--- src/rtl/core/psc_pkg.sv ---
// Package: widths, constants, types and the arctangent table of the pursuit controller.
`default_nettype none
package psc_pkg;

	// CORDIC micro-rotations per tick (8 to 24)
	localparam int CORDIC_STEPS = 16;
	localparam int TABLE_LEN    = 24;
	localparam int STEP_W       = $clog2(TABLE_LEN);

	// field widths
	localparam int POS_W   = 16;
	localparam int ANG_W   = 16;
	localparam int REG_W   = 16;
	localparam int SPEED_W = 16;
	localparam int TURN_W  = 20;
	localparam int MODE_W  = 2;
	localparam int ADDR_W  = 3;

	// internal widths
	localparam int DIFF_W = POS_W + 1;
	localparam int HEAD_W = ANG_W + 1;
	localparam int XY_W   = 28;
	localparam int Z_W    = 34;
	localparam int ATAN_W = 30;
	localparam int DIST_W = 18;
	localparam int ERR_W  = 18;
	localparam int MA_W   = 29;
	localparam int MB_W   = 19;
	localparam int PROD_W = MA_W + MB_W;
	localparam int PRE_SHIFT_BITS = 8;
	localparam int DIST_SHIFT = 24;
	localparam int BEAR_SHIFT = 17;
	localparam int GAIN_SHIFT = 12;

	// constants
	localparam logic signed [Z_W-1:0]    PI_Z       = 34'sd3373259426;
	localparam logic signed [Z_W-1:0]    BEAR_RND   = 34'sd65536;
	localparam logic [REG_W-1:0]         INV_K      = 16'd39797;
	localparam logic signed [PROD_W-1:0] DIST_RND   = 48'sd8388608;
	localparam logic signed [PROD_W-1:0] GAIN_RND   = 48'sd2048;
	localparam logic signed [ERR_W-1:0]  PI_Q13     = 18'sd25736;
	localparam logic signed [ERR_W-1:0]  TWO_PI_Q13 = 18'sd51472;
	localparam logic [TURN_W-1:0]        TURN_MAX   = 20'h7FFFF;
	localparam logic [TURN_W-1:0]        TURN_MIN   = 20'h80000;

	// input item kinds
	localparam logic [MODE_W-1:0] MODE_TARGET = 2'd0;
	localparam logic [MODE_W-1:0] MODE_OWN    = 2'd1;
	localparam logic [MODE_W-1:0] MODE_TICK   = 2'd2;

	// configuration register indices
	localparam logic [ADDR_W-1:0] REG_STOP_DISTANCE = 3'd0;
	localparam logic [ADDR_W-1:0] REG_SPEED_GAIN    = 3'd1;
	localparam logic [ADDR_W-1:0] REG_MAX_SPEED     = 3'd2;
	localparam logic [ADDR_W-1:0] REG_TURN_GAIN     = 3'd3;

	// datapath operations issued by the sequencer
	typedef enum logic [2:0] {
		OP_IDLE,
		OP_LOAD,
		OP_ROT,
		OP_MUL_DIST,
		OP_CHECK,
		OP_WRAP,
		OP_MUL_SPEED,
		OP_MUL_TURN
	} psc_op_t;

	typedef struct packed {
		psc_op_t           op;
		logic [STEP_W-1:0] step;
		logic              load_out;
	} psc_ctrl_t;

	typedef struct packed {
		logic near;
		logic err_ok;
	} psc_status_t;

	typedef struct packed {
		logic [REG_W-1:0] stop_distance;
		logic [REG_W-1:0] speed_gain;
		logic [REG_W-1:0] max_speed;
		logic [REG_W-1:0] turn_gain;
	} psc_cfg_t;

	typedef struct packed {
		logic [POS_W-1:0]         target_x;
		logic [POS_W-1:0]         target_y;
		logic [POS_W-1:0]         own_x;
		logic [POS_W-1:0]         own_y;
		logic signed [HEAD_W-1:0] own_heading;
		logic                     target_seen;
		logic                     own_seen;
	} psc_pose_t;

	// atan(2^-i) scaled by 2^30
	function automatic logic [ATAN_W-1:0] atan_lut(input logic [STEP_W-1:0] idx);
		logic [ATAN_W-1:0] v;
		unique case (idx)
			5'd0:    v = 30'd843314856;
			5'd1:    v = 30'd497837829;
			5'd2:    v = 30'd263043836;
			5'd3:    v = 30'd133525158;
			5'd4:    v = 30'd67021686;
			5'd5:    v = 30'd33543515;
			5'd6:    v = 30'd16775850;
			5'd7:    v = 30'd8388437;
			5'd8:    v = 30'd4194282;
			5'd9:    v = 30'd2097149;
			5'd10:   v = 30'd1048575;
			5'd11:   v = 30'd524287;
			5'd12:   v = 30'd262143;
			5'd13:   v = 30'd131071;
			5'd14:   v = 30'd65535;
			5'd15:   v = 30'd32767;
			5'd16:   v = 30'd16383;
			5'd17:   v = 30'd8191;
			5'd18:   v = 30'd4095;
			5'd19:   v = 30'd2047;
			5'd20:   v = 30'd1023;
			5'd21:   v = 30'd511;
			5'd22:   v = 30'd255;
			5'd23:   v = 30'd127;
			default: v = '0;
		endcase
		return v;
	endfunction

endpackage
`default_nettype wire

--- src/rtl/core/psc_store.sv ---
// Configuration registers and the latest target and own poses with their seen flags.
`default_nettype none
module psc_store (
	input  wire                            clk,
	input  wire                            arst_n,
	input  wire                            cfg_we,
	input  wire  [psc_pkg::ADDR_W-1:0]     cfg_addr,
	input  wire  [psc_pkg::REG_W-1:0]      cfg_data,
	input  wire                            pose_we,
	input  wire  [psc_pkg::MODE_W-1:0]     mode,
	input  wire  [psc_pkg::POS_W-1:0]      pos_x,
	input  wire  [psc_pkg::POS_W-1:0]      pos_y,
	input  wire  [psc_pkg::ANG_W-1:0]      heading,
	output psc_pkg::psc_cfg_t              cfg,
	output psc_pkg::psc_pose_t             pose,
	output logic                           both_seen
);
	import psc_pkg::*;

	psc_cfg_t  cfg_q;
	psc_pose_t pose_q;

	// register writes; indices beyond the list are dropped
	always_ff @(posedge clk or negedge arst_n) begin
		if (!arst_n) begin
			cfg_q.stop_distance <= 16'd1024;
			cfg_q.speed_gain    <= 16'd8192;
			cfg_q.max_speed     <= 16'd4096;
			cfg_q.turn_gain     <= 16'd16384;
		end else if (cfg_we) begin
			unique case (cfg_addr)
				REG_STOP_DISTANCE: cfg_q.stop_distance <= cfg_data;
				REG_SPEED_GAIN:    cfg_q.speed_gain    <= cfg_data;
				REG_MAX_SPEED:     cfg_q.max_speed     <= cfg_data;
				REG_TURN_GAIN:     cfg_q.turn_gain     <= cfg_data;
				default: ;
			endcase
		end
	end

	// pose updates
	always_ff @(posedge clk or negedge arst_n) begin
		if (!arst_n) begin
			pose_q <= '0;
		end else if (pose_we) begin
			if (mode == MODE_TARGET) begin
				pose_q.target_x    <= pos_x;
				pose_q.target_y    <= pos_y;
				pose_q.target_seen <= 1'b1;
			end else if (mode == MODE_OWN) begin
				pose_q.own_x       <= pos_x;
				pose_q.own_y       <= pos_y;
				pose_q.own_heading <= {heading[ANG_W-1], heading};
				pose_q.own_seen    <= 1'b1;
			end
		end
	end

	assign cfg       = cfg_q;
	assign pose      = pose_q;
	assign both_seen = pose_q.target_seen & pose_q.own_seen;

endmodule
`default_nettype wire

--- src/rtl/core/psc_datapath.sv ---
// Shared arithmetic unit: CORDIC shift-add step, one multiplier, heading wrap, result register.
`default_nettype none
module psc_datapath (
	input  wire                               clk,
	input  psc_pkg::psc_cfg_t                 cfg,
	input  psc_pkg::psc_pose_t                pose,
	input  psc_pkg::psc_ctrl_t                ctrl,
	output psc_pkg::psc_status_t              status,
	output logic [psc_pkg::SPEED_W-1:0]       forward_speed,
	output logic [psc_pkg::TURN_W-1:0]        turn_rate
);
	import psc_pkg::*;

	logic signed [XY_W-1:0]   x_q, y_q;
	logic signed [Z_W-1:0]    z_q;
	logic signed [PROD_W-1:0] prod_q;
	logic [DIST_W-1:0]        dist_q;
	logic signed [ERR_W-1:0]  err_q;
	logic                     near_q;
	logic [SPEED_W-1:0]       speed_q;
	logic [SPEED_W-1:0]       fwd_q;
	logic [TURN_W-1:0]        turn_q;

	logic signed [DIFF_W-1:0] dx, dy;
	logic signed [XY_W-1:0]   dx_ext, dy_ext;
	logic signed [XY_W-1:0]   xs, ys;
	logic signed [Z_W-1:0]    atan_z;
	logic signed [MA_W-1:0]   mul_a;
	logic signed [MB_W-1:0]   mul_b;
	logic signed [PROD_W-1:0] prod_w;
	logic [PROD_W-1:0]        dist_sum;
	logic [DIST_W-1:0]        dist_w;
	logic signed [Z_W-1:0]    bear_sum;
	logic signed [ERR_W-1:0]  err_w;
	logic [PROD_W-1:0]        sp_sum;
	logic [PROD_W-GAIN_SHIFT-1:0] sp_w;
	logic [SPEED_W-1:0]       sp_clamp;
	logic [PROD_W-1:0]        tr_sum;
	logic [PROD_W-GAIN_SHIFT-1:0] tr_w;
	logic [TURN_W-1:0]        tr_sat;

	// offset from own position to target, scaled for the CORDIC
	assign dx     = $signed({1'b0, pose.target_x}) - $signed({1'b0, pose.own_x});
	assign dy     = $signed({1'b0, pose.target_y}) - $signed({1'b0, pose.own_y});
	assign dx_ext = XY_W'(dx) <<< PRE_SHIFT_BITS;
	assign dy_ext = XY_W'(dy) <<< PRE_SHIFT_BITS;

	// micro-rotation operands
	assign xs     = x_q >>> ctrl.step;
	assign ys     = y_q >>> ctrl.step;
	assign atan_z = $signed({{(Z_W-ATAN_W){1'b0}}, atan_lut(ctrl.step)});

	// multiplier operand selection
	always_comb begin
		mul_a = '0;
		mul_b = '0;
		case (ctrl.op)
			OP_MUL_DIST: begin
				mul_a = {x_q[XY_W-1], x_q};
				mul_b = $signed({{(MB_W-REG_W){1'b0}}, INV_K});
			end
			OP_MUL_SPEED: begin
				mul_a = $signed({{(MA_W-REG_W){1'b0}}, cfg.speed_gain});
				mul_b = $signed({{(MB_W-DIST_W){1'b0}}, dist_q});
			end
			OP_MUL_TURN: begin
				mul_a = $signed({{(MA_W-REG_W){1'b0}}, cfg.turn_gain});
				mul_b = {err_q[ERR_W-1], err_q};
			end
			default: ;
		endcase
	end

	// the one multiplier
	assign prod_w = mul_a * mul_b;

	// distance and bearing from the rotated vector
	assign dist_sum = prod_q + DIST_RND;
	assign dist_w   = dist_sum[DIST_SHIFT +: DIST_W];
	assign bear_sum = z_q + BEAR_RND;
	assign err_w    = ERR_W'($signed(bear_sum[Z_W-1:BEAR_SHIFT])) - ERR_W'(pose.own_heading);

	// forward speed: round, then clamp
	assign sp_sum   = prod_q + GAIN_RND;
	assign sp_w     = sp_sum[PROD_W-1:GAIN_SHIFT];
	assign sp_clamp = (sp_w > {{(PROD_W-GAIN_SHIFT-REG_W){1'b0}}, cfg.max_speed}) ?
		cfg.max_speed : sp_w[SPEED_W-1:0];

	// turn rate: round, then saturate
	assign tr_sum = prod_q + GAIN_RND;
	assign tr_w   = tr_sum[PROD_W-1:GAIN_SHIFT];
	assign tr_sat = (tr_w[PROD_W-GAIN_SHIFT-1:TURN_W-1] ==
		{(PROD_W-GAIN_SHIFT-TURN_W+1){tr_w[TURN_W-1]}}) ? tr_w[TURN_W-1:0] :
		(tr_w[PROD_W-GAIN_SHIFT-1] ? TURN_MIN : TURN_MAX);

	// working registers
	always_ff @(posedge clk) begin
		case (ctrl.op) inside
			OP_LOAD: begin
				if (dx < 0) begin
					x_q <= -dx_ext;
					y_q <= -dy_ext;
					z_q <= (dy >= 0) ? PI_Z : -PI_Z;
				end else begin
					x_q <= dx_ext;
					y_q <= dy_ext;
					z_q <= '0;
				end
			end
			OP_ROT: begin
				if (y_q < 0) begin
					x_q <= x_q - ys;
					y_q <= y_q + xs;
					z_q <= z_q - atan_z;
				end else begin
					x_q <= x_q + ys;
					y_q <= y_q - xs;
					z_q <= z_q + atan_z;
				end
			end
			OP_MUL_DIST, OP_MUL_SPEED: prod_q <= prod_w;
			OP_CHECK: begin
				dist_q <= dist_w;
				err_q  <= err_w;
				near_q <= dist_w <= {{(DIST_W-REG_W){1'b0}}, cfg.stop_distance};
			end
			OP_WRAP: begin
				if (err_q > PI_Q13) err_q <= err_q - TWO_PI_Q13;
				else                err_q <= err_q + TWO_PI_Q13;
			end
			OP_MUL_TURN: begin
				speed_q <= sp_clamp;
				prod_q  <= prod_w;
			end
			default: ;
		endcase
	end

	// result register
	always_ff @(posedge clk) begin
		if (ctrl.load_out) begin
			fwd_q  <= near_q ? '0 : speed_q;
			turn_q <= near_q ? '0 : tr_sat;
		end
	end

	assign status.near   = near_q;
	assign status.err_ok = (err_q <= PI_Q13) && (err_q >= -PI_Q13);
	assign forward_speed = fwd_q;
	assign turn_rate     = turn_q;

endmodule
`default_nettype wire

--- src/rtl/core/psc_seq.sv ---
// Sequencer: steps the shared datapath through one control tick and owns the handshakes.
`default_nettype none
module psc_seq (
	input  wire                         clk,
	input  wire                         arst_n,
	input  wire                         in_valid,
	input  wire  [psc_pkg::MODE_W-1:0]  mode,
	input  wire                         both_seen,
	input  psc_pkg::psc_status_t        status,
	input  wire                         out_ready,
	output logic                        in_ready,
	output logic                        out_valid,
	output psc_pkg::psc_ctrl_t          ctrl
);
	import psc_pkg::*;

	localparam logic [STEP_W-1:0] LAST_STEP = STEP_W'(CORDIC_STEPS - 1);

	typedef enum logic [8:0] {
		S_IDLE  = 9'b000000001,
		S_LOAD  = 9'b000000010,
		S_ROT   = 9'b000000100,
		S_DIST  = 9'b000001000,
		S_CHECK = 9'b000010000,
		S_WRAP  = 9'b000100000,
		S_SPEED = 9'b001000000,
		S_TURN  = 9'b010000000,
		S_DONE  = 9'b100000000
	} psc_state_t;

	psc_state_t        state_q, state_d;
	logic [STEP_W-1:0] step_q;
	logic              out_valid_q;

	// next state and operation
	always_comb begin
		state_d       = state_q;
		ctrl.op       = OP_IDLE;
		ctrl.step     = step_q;
		ctrl.load_out = 1'b0;
		unique case (state_q)
			S_IDLE: begin
				if (in_valid && (mode == MODE_TICK) && both_seen) state_d = S_LOAD;
			end
			S_LOAD: begin
				ctrl.op = OP_LOAD;
				state_d = S_ROT;
			end
			S_ROT: begin
				ctrl.op = OP_ROT;
				if (step_q == LAST_STEP) state_d = S_DIST;
			end
			S_DIST: begin
				ctrl.op = OP_MUL_DIST;
				state_d = S_CHECK;
			end
			S_CHECK: begin
				ctrl.op = OP_CHECK;
				state_d = S_WRAP;
			end
			S_WRAP: begin
				if (status.near)        state_d = S_DONE;
				else if (status.err_ok) state_d = S_SPEED;
				else                    ctrl.op = OP_WRAP;
			end
			S_SPEED: begin
				ctrl.op = OP_MUL_SPEED;
				state_d = S_TURN;
			end
			S_TURN: begin
				ctrl.op = OP_MUL_TURN;
				state_d = S_DONE;
			end
			S_DONE: begin
				if (!out_valid_q || out_ready) begin
					ctrl.load_out = 1'b1;
					state_d       = S_IDLE;
				end
			end
			default: state_d = S_IDLE;
		endcase
	end

	// state, rotation counter and result flag
	always_ff @(posedge clk or negedge arst_n) begin
		if (!arst_n) begin
			state_q     <= S_IDLE;
			step_q      <= '0;
			out_valid_q <= 1'b0;
		end else begin
			state_q <= state_d;
			if (state_q == S_LOAD)     step_q <= '0;
			else if (state_q == S_ROT) step_q <= step_q + 1'b1;
			if (ctrl.load_out)  out_valid_q <= 1'b1;
			else if (out_ready) out_valid_q <= 1'b0;
		end
	end

	assign in_ready  = (state_q == S_IDLE);
	assign out_valid = out_valid_q;

endmodule
`default_nettype wire

--- src/rtl/core/pursuit_steering_controller.sv ---
// Pursuit steering controller (top level): turns pose updates and control ticks into commands.
// Target and own pose updates are taken whenever the block is idle and produce no result.
// A control tick, once both poses have been seen, runs from its transfer to its result
// through the load, the CORDIC rotations, the distance product and the check, then, outside
// the stop distance, at most one heading wrap step and the speed and turn products; it waits
// in its last state while an earlier result is still pending, and s_tready is low throughout.
// The CORDIC vectoring does one micro-rotation per cycle through a single shift-add unit, and
// a shared multiplier is used for distance, speed and turn rate. The result waits in an output
// register, so the next item is taken while it is still pending. Both commands are zero
// whenever the distance is not above stop_distance; register writes are taken at any time on
// the cfg channel.
`default_nettype none
module pursuit_steering_controller (
	input  wire         clk,
	input  wire         arst_n,
	input  wire         s_tvalid,
	output logic        s_tready,
	input  wire  [47:0] s_tdata,   // pos_x[15:0], pos_y[31:16], heading[47:32]
	input  wire  [1:0]  s_tuser,   // mode[1:0]
	output logic        m_tvalid,
	input  wire         m_tready,
	output logic [39:0] m_tdata,   // forward_speed[15:0], turn_rate[35:16], zero[39:36]
	input  wire         cfg_valid,
	output logic        cfg_ready,
	input  wire  [2:0]  cfg_addr,
	input  wire  [15:0] cfg_data
);
	import psc_pkg::*;

	psc_cfg_t           cfg;
	psc_pose_t          pose;
	psc_ctrl_t          ctrl;
	psc_status_t        status;
	logic               both_seen;
	logic               in_xfer;
	logic [SPEED_W-1:0] forward_speed;
	logic [TURN_W-1:0]  turn_rate;

	assign cfg_ready = 1'b1;
	assign in_xfer   = s_tvalid & s_tready;

	psc_store u_store (
		.clk       (clk),
		.arst_n    (arst_n),
		.cfg_we    (cfg_valid & cfg_ready),
		.cfg_addr  (cfg_addr),
		.cfg_data  (cfg_data),
		.pose_we   (in_xfer),
		.mode      (s_tuser),
		.pos_x     (s_tdata[15:0]),
		.pos_y     (s_tdata[31:16]),
		.heading   (s_tdata[47:32]),
		.cfg       (cfg),
		.pose      (pose),
		.both_seen (both_seen)
	);

	psc_seq u_seq (
		.clk       (clk),
		.arst_n    (arst_n),
		.in_valid  (s_tvalid),
		.mode      (s_tuser),
		.both_seen (both_seen),
		.status    (status),
		.out_ready (m_tready),
		.in_ready  (s_tready),
		.out_valid (m_tvalid),
		.ctrl      (ctrl)
	);

	psc_datapath u_datapath (
		.clk           (clk),
		.cfg           (cfg),
		.pose          (pose),
		.ctrl          (ctrl),
		.status        (status),
		.forward_speed (forward_speed),
		.turn_rate     (turn_rate)
	);

	assign m_tdata = {4'b0000, turn_rate, forward_speed};

endmodule
`default_nettype wire

--- config.mk ---
export PLATFORM = sky130hd
export DESIGN_NAME = pursuit_steering_controller
export DESIGN_NICKNAME = d
export VERILOG_FILES = /design/src/rtl/core/psc_pkg.sv /design/src/rtl/core/psc_store.sv /design/src/rtl/core/psc_datapath.sv /design/src/rtl/core/psc_seq.sv /design/src/rtl/core/pursuit_steering_controller.sv
export SDC_FILE = /design/constraint.sdc
export NUM_CORES = 2
export LEC_CHECK = 0
export ABC_AREA = 1
export BUFFER_PORTS_ARGS = -buffer_cell sky130_fd_sc_hd__buf_2
export CELL_PAD_IN_SITES_DETAIL_PLACEMENT = 1
export CELL_PAD_IN_SITES_GLOBAL_PLACEMENT = 1
export CORE_ASPECT_RATIO = 1.5
export CORE_MARGIN = 2
export CORE_UTILIZATION = 25
export CTS_BUF_LIST = sky130_fd_sc_hd__clkbuf_4 sky130_fd_sc_hd__clkbuf_8
export DETAILED_ROUTE_END_ITERATION = 10
export GPL_ROUTABILITY_DRIVEN = 0
export GPL_TIMING_DRIVEN = 0
export PLACE_DENSITY = 0.56
export SYNTH_ARGS = -nofsm -noshare
export SYNTH_HDL_FRONTEND = slang
export SYNTH_SLANG_ARGS = --single-unit
--- constraint.sdc ---
create_clock -name clk -period 7.5 [get_ports clk]
set_clock_uncertainty 0.2 [all_clocks]
set_input_delay 1.125 -clock clk [delete_from_list [all_inputs] [get_ports clk]]
set_output_delay 1.125 -clock clk [all_outputs]
set_load 0.005 [all_outputs]
==> flow_summary_export.csv <==
group,metric,value,unit
timing,layout_min_cycle_time,7.839,ns
global_route,grt_max_degree,93,
global_route,grt_pass1_wl,310.8,mm
status,status,"finished with violations",
setup_path,critPathKind,"register to register",
clock_network,clock_latency,0.81,ns
floorplanning,initial_core_util,25.19,%
timing,final_max_slew_viol_count,0,
floorplanning,fp.dieH,548.6,um
finish,multi_input_area,35260,sq um
finish,drive_above_1_share,11.49,%
synth,async_flop_share,42.71,%
route,wirelength,208.2,mm
timing,slew_headroom,10.85,%
finish,layout.nets,7934,
placed_design,dp_hpwl,171.5,mm
finish,syn2layout_area_growth,19.28,%
synth,synth-seq-cells,377,
timing,min_period_over_period,104.5,%
floorplanning,coreArea,196200,sq um
synth,synthDistinctLibCells,70,
placed_design,placed_area,53940,sq um
synth,yosys.area_share.xor_xnor,3.810,%
global_route,first_global_vias,50150,
setup_path,worstRegToRegCells,28,
route,post_drt_wl_per_cell,21.50,um
setup_path,setup.worst_path.end_class,"register",
setup_path,slowest_delay,0.69,ns
min_path,worstHoldPathCells,2,
route,drtPass1Iterations,5,
global_route,overflow,0,
synth,synth_top_family_by_area,"adder cells",
synth,ys.flop_type,"edfxtp_1",
timing,setup_violations,27,
floorplanning,row_count,199,
synth,synthAdderAreaFrac,29.77,%
route,routed_via_density,4.715,
synth,syn-cell-area,49430,sq um
synth,synthCells,6567,
placed_design,numPortBuffers,111,
route,first_iter_violations,1864,
setup_path,cp_slowest_cell,"fa_1",
synth,synth-simple-area-share,22.20,%
route,drtAntennaViolNets,0,
synth,synth_warnings,0,
floorplanning,die_area,201400,sq um
route,wl_met3,5.634,mm
setup_path,crit_required,7.81,ns
placed_design,dpl_worst_slack,-2.726,ns
synth,muxShareOfSynthArea,0.4050,%
setup_path,critPathArrivalTime,8.14,ns
synth,synth_compound_area_share,10.79,%
finish,design_area,58960,sq um
finish,fill_cells,24100,
clock_network,clkSinkCount,377,
global_route,antenna_found_initial,3,
clock_network,tritoncts,"built",
min_path,hp-class,"register to register",
clock_network,cts_root_buffer,"clkbuf_8",
clock_network,cts_buffers,80,
synth,ys_seq_area_share,21.29,%
finish,register_area,10520,sq um
route,vias,45650,
synth,synth-edff-count,216,
synth,avgSynthCellArea,7.527,sq um
setup_path,start_kind,"register",
route,drc,0,
timing,setup_slack,-0.3388,ns
floorplanning,die-width,367.1,um
route,wl_met2,113.1,mm
run,max_cap_violations,0,
route,met1_length,74.00,mm
clock_network,cts.htree.levels,3,
setup_path,cpMostUsedCell,"fa_1",
setup_path,cp_max_fo,6,
route,highest_layer,"met4",
status,failed_checks,"negative setup slack",
timing,clock.fmax,127.6,MHz
timing,rsz0062_at_grt,"yes",
clock_network,clkTransAtPathRegs,0.06,ns
clock_network,clk_path_buf_depth,3,
timing,whs,0.2744,ns
timing,hold_viol_final,0,
floorplanning,io_pins,117,
timing,tightest_slew,1.337,ns
global_route,grt_usage,20.54,%
-- Yosys cell counts, types with 21 or more instances --
master    count  area (sq um)
ha_1        328          4104
fa_1        530         10610
nor3_1       70         350.3
a21oi_1     325          1627
o211ai_1     31         232.7
a21o_1       24         180.2
buf_2        26         130.1
o21ai_1      29         145.1
inv_1      1317          4943
nand3_1     442          2212
o21ai_0     419          2097
nand2_1    1542          5788
edfxtp_1    216          6486
nor2_1      406          1524
clkbuf_1    126         473.0
xor2_1      149          1305
dfrtp_1     156          3904
xnor2_1      66         578.1
a31oi_1      43         269.0
buf_1        21         78.83
nand4_1      55         344.1
-- path summary, 6_finish.rpt --
check                                                   from                               to  slack (ns)
min in group asynchronous                             arst_n     u_store.pose[27]$_DFFE_PN0P_        0.65
worst min register to register   u_store.pose[1]$_DFFE_PN0P_      u_store.pose[1]$_DFFE_PN0P_        0.27
max in group asynchronous                             arst_n      u_store.cfg[57]$_DFFE_PN0P_        5.35
worst max register to register  u_seq.state_q[3]$_DFFE_PN0P_  u_datapath.prod_q[47]$_DFFE_PP_       -0.34
worst max-delay path            u_seq.state_q[3]$_DFFE_PN0P_  u_datapath.prod_q[47]$_DFFE_PP_       -0.34
worst min-delay path             u_store.pose[1]$_DFFE_PN0P_      u_store.pose[1]$_DFFE_PN0P_        0.27
-- cells by family after synthesis --
group | count (synthesis)
AO/OA/AOI/OAI | 970
adder cells (fa/ha/maj) | 858
buffers and inverters | 1515
AND/OR/NAND/NOR | 2612
multiplexers | 18
flip-flops | 377
other | 2
XOR/XNOR | 215
-- metrics by stage --
step                std cells  util (%)  TNS [ns]
finish                   9683     30.05    -4.748
global route             9682     30.05    -10.87
CTS                      9633     29.52    -7.597
detailed placement       9416     27.49    -81.10
global placement         9408     27.39    -77.02
floorplan                6684         -         0
-- sequential cells by signal, summed over array words and instances, names as in the netlist --
name and cells:
u_store.pose 82, u_store.cfg 64, u_datapath.prod_q 37, u_datapath.z_q 34
u_datapath.x_q 28, u_datapath.y_q 28, u_datapath.turn_rate 20, u_datapath.dist_q 18
u_datapath.err_q 18, u_datapath.forward_speed 16, u_datapath.speed_q 16, u_seq.state_q 9
u_seq.step_q 5, u_datapath.near_q 1, u_seq.out_valid 1
-- placed cells by master, fill, tap and decap left out, types with 23 or more instances in the layout --
cell      netlist  layout
a21oi_2        10      37
clkbuf_4        0      25
nand2_2         2      30
nor2_2          6      27
dfrtp_1       156     156
a31oi_1        43      27
edfxtp_1      216     216
ha_4            0      27
xnor2_1        66      61
conb_1          2     119
ha_1          328     300
o21ai_0       419     406
o211ai_1       31      31
buf_2          26     135
clkbuf_1      126      84
xor2_1        149     139
nand4_1        55      55
nand2_1      1542    1506
clkbuf_8        0     108
nor3_1         70      64
nand3_1       442     421
fa_1          530     515
a21o_1         24      24
inv_2           7      23
inv_1        1317    1297
a21oi_1       325     294
buf_4           6     101
nor2_1        406     366
-- final cells by class --
class | count | area share (%)
Antenna cell | 3 | 0.01273
Buffer | 184 | 2.148
Clock buffer | 116 | 2.485
Clock inverter | 31 | 0.5624
Inverter | 1331 | 8.503
Multi-Input combinational cell | 4792 | 59.81
Sequential cell | 377 | 17.84
Tap cell | 2613 | 5.545
Timing Repair Buffer | 236 | 3.092
-- routing by layer --
layer  vias up  GRT usage, %
met5         -             0
met4         0         13.09
met3       479         1.874
met2       912         40.19
met1     22770         20.54
li1      21500             -
-- worst max-delay path, delay by kind of cell, from the launching register on --
kind	cells	cell delay, ns
xor gates and xnor gates	1	0.16
and+or+nand+nor	8	1.33
buffers and inverters	6	0.55
AOI/OAI and AO/OA	5	0.80
adders and majority gates	8	4.12
DFF	1	0.40
-- what timing repair did --
| action | in CTS | in global routing |
|---|---|---|
| gates resized for setup | 352 | 169 |
| buffers inserted | 68 | 49 |
| pin swaps | 60 | 80 |
| endpoints found under the setup margin | 37 | 37 |
| hold endpoints to repair | 4 | 0 |
| hold buffers | 1 | 0 |
| gates cloned | 1 | 0 |
Power is not shown: default switching activity piles up to over one toggle a cycle in this logic, so the estimate is an artifact.
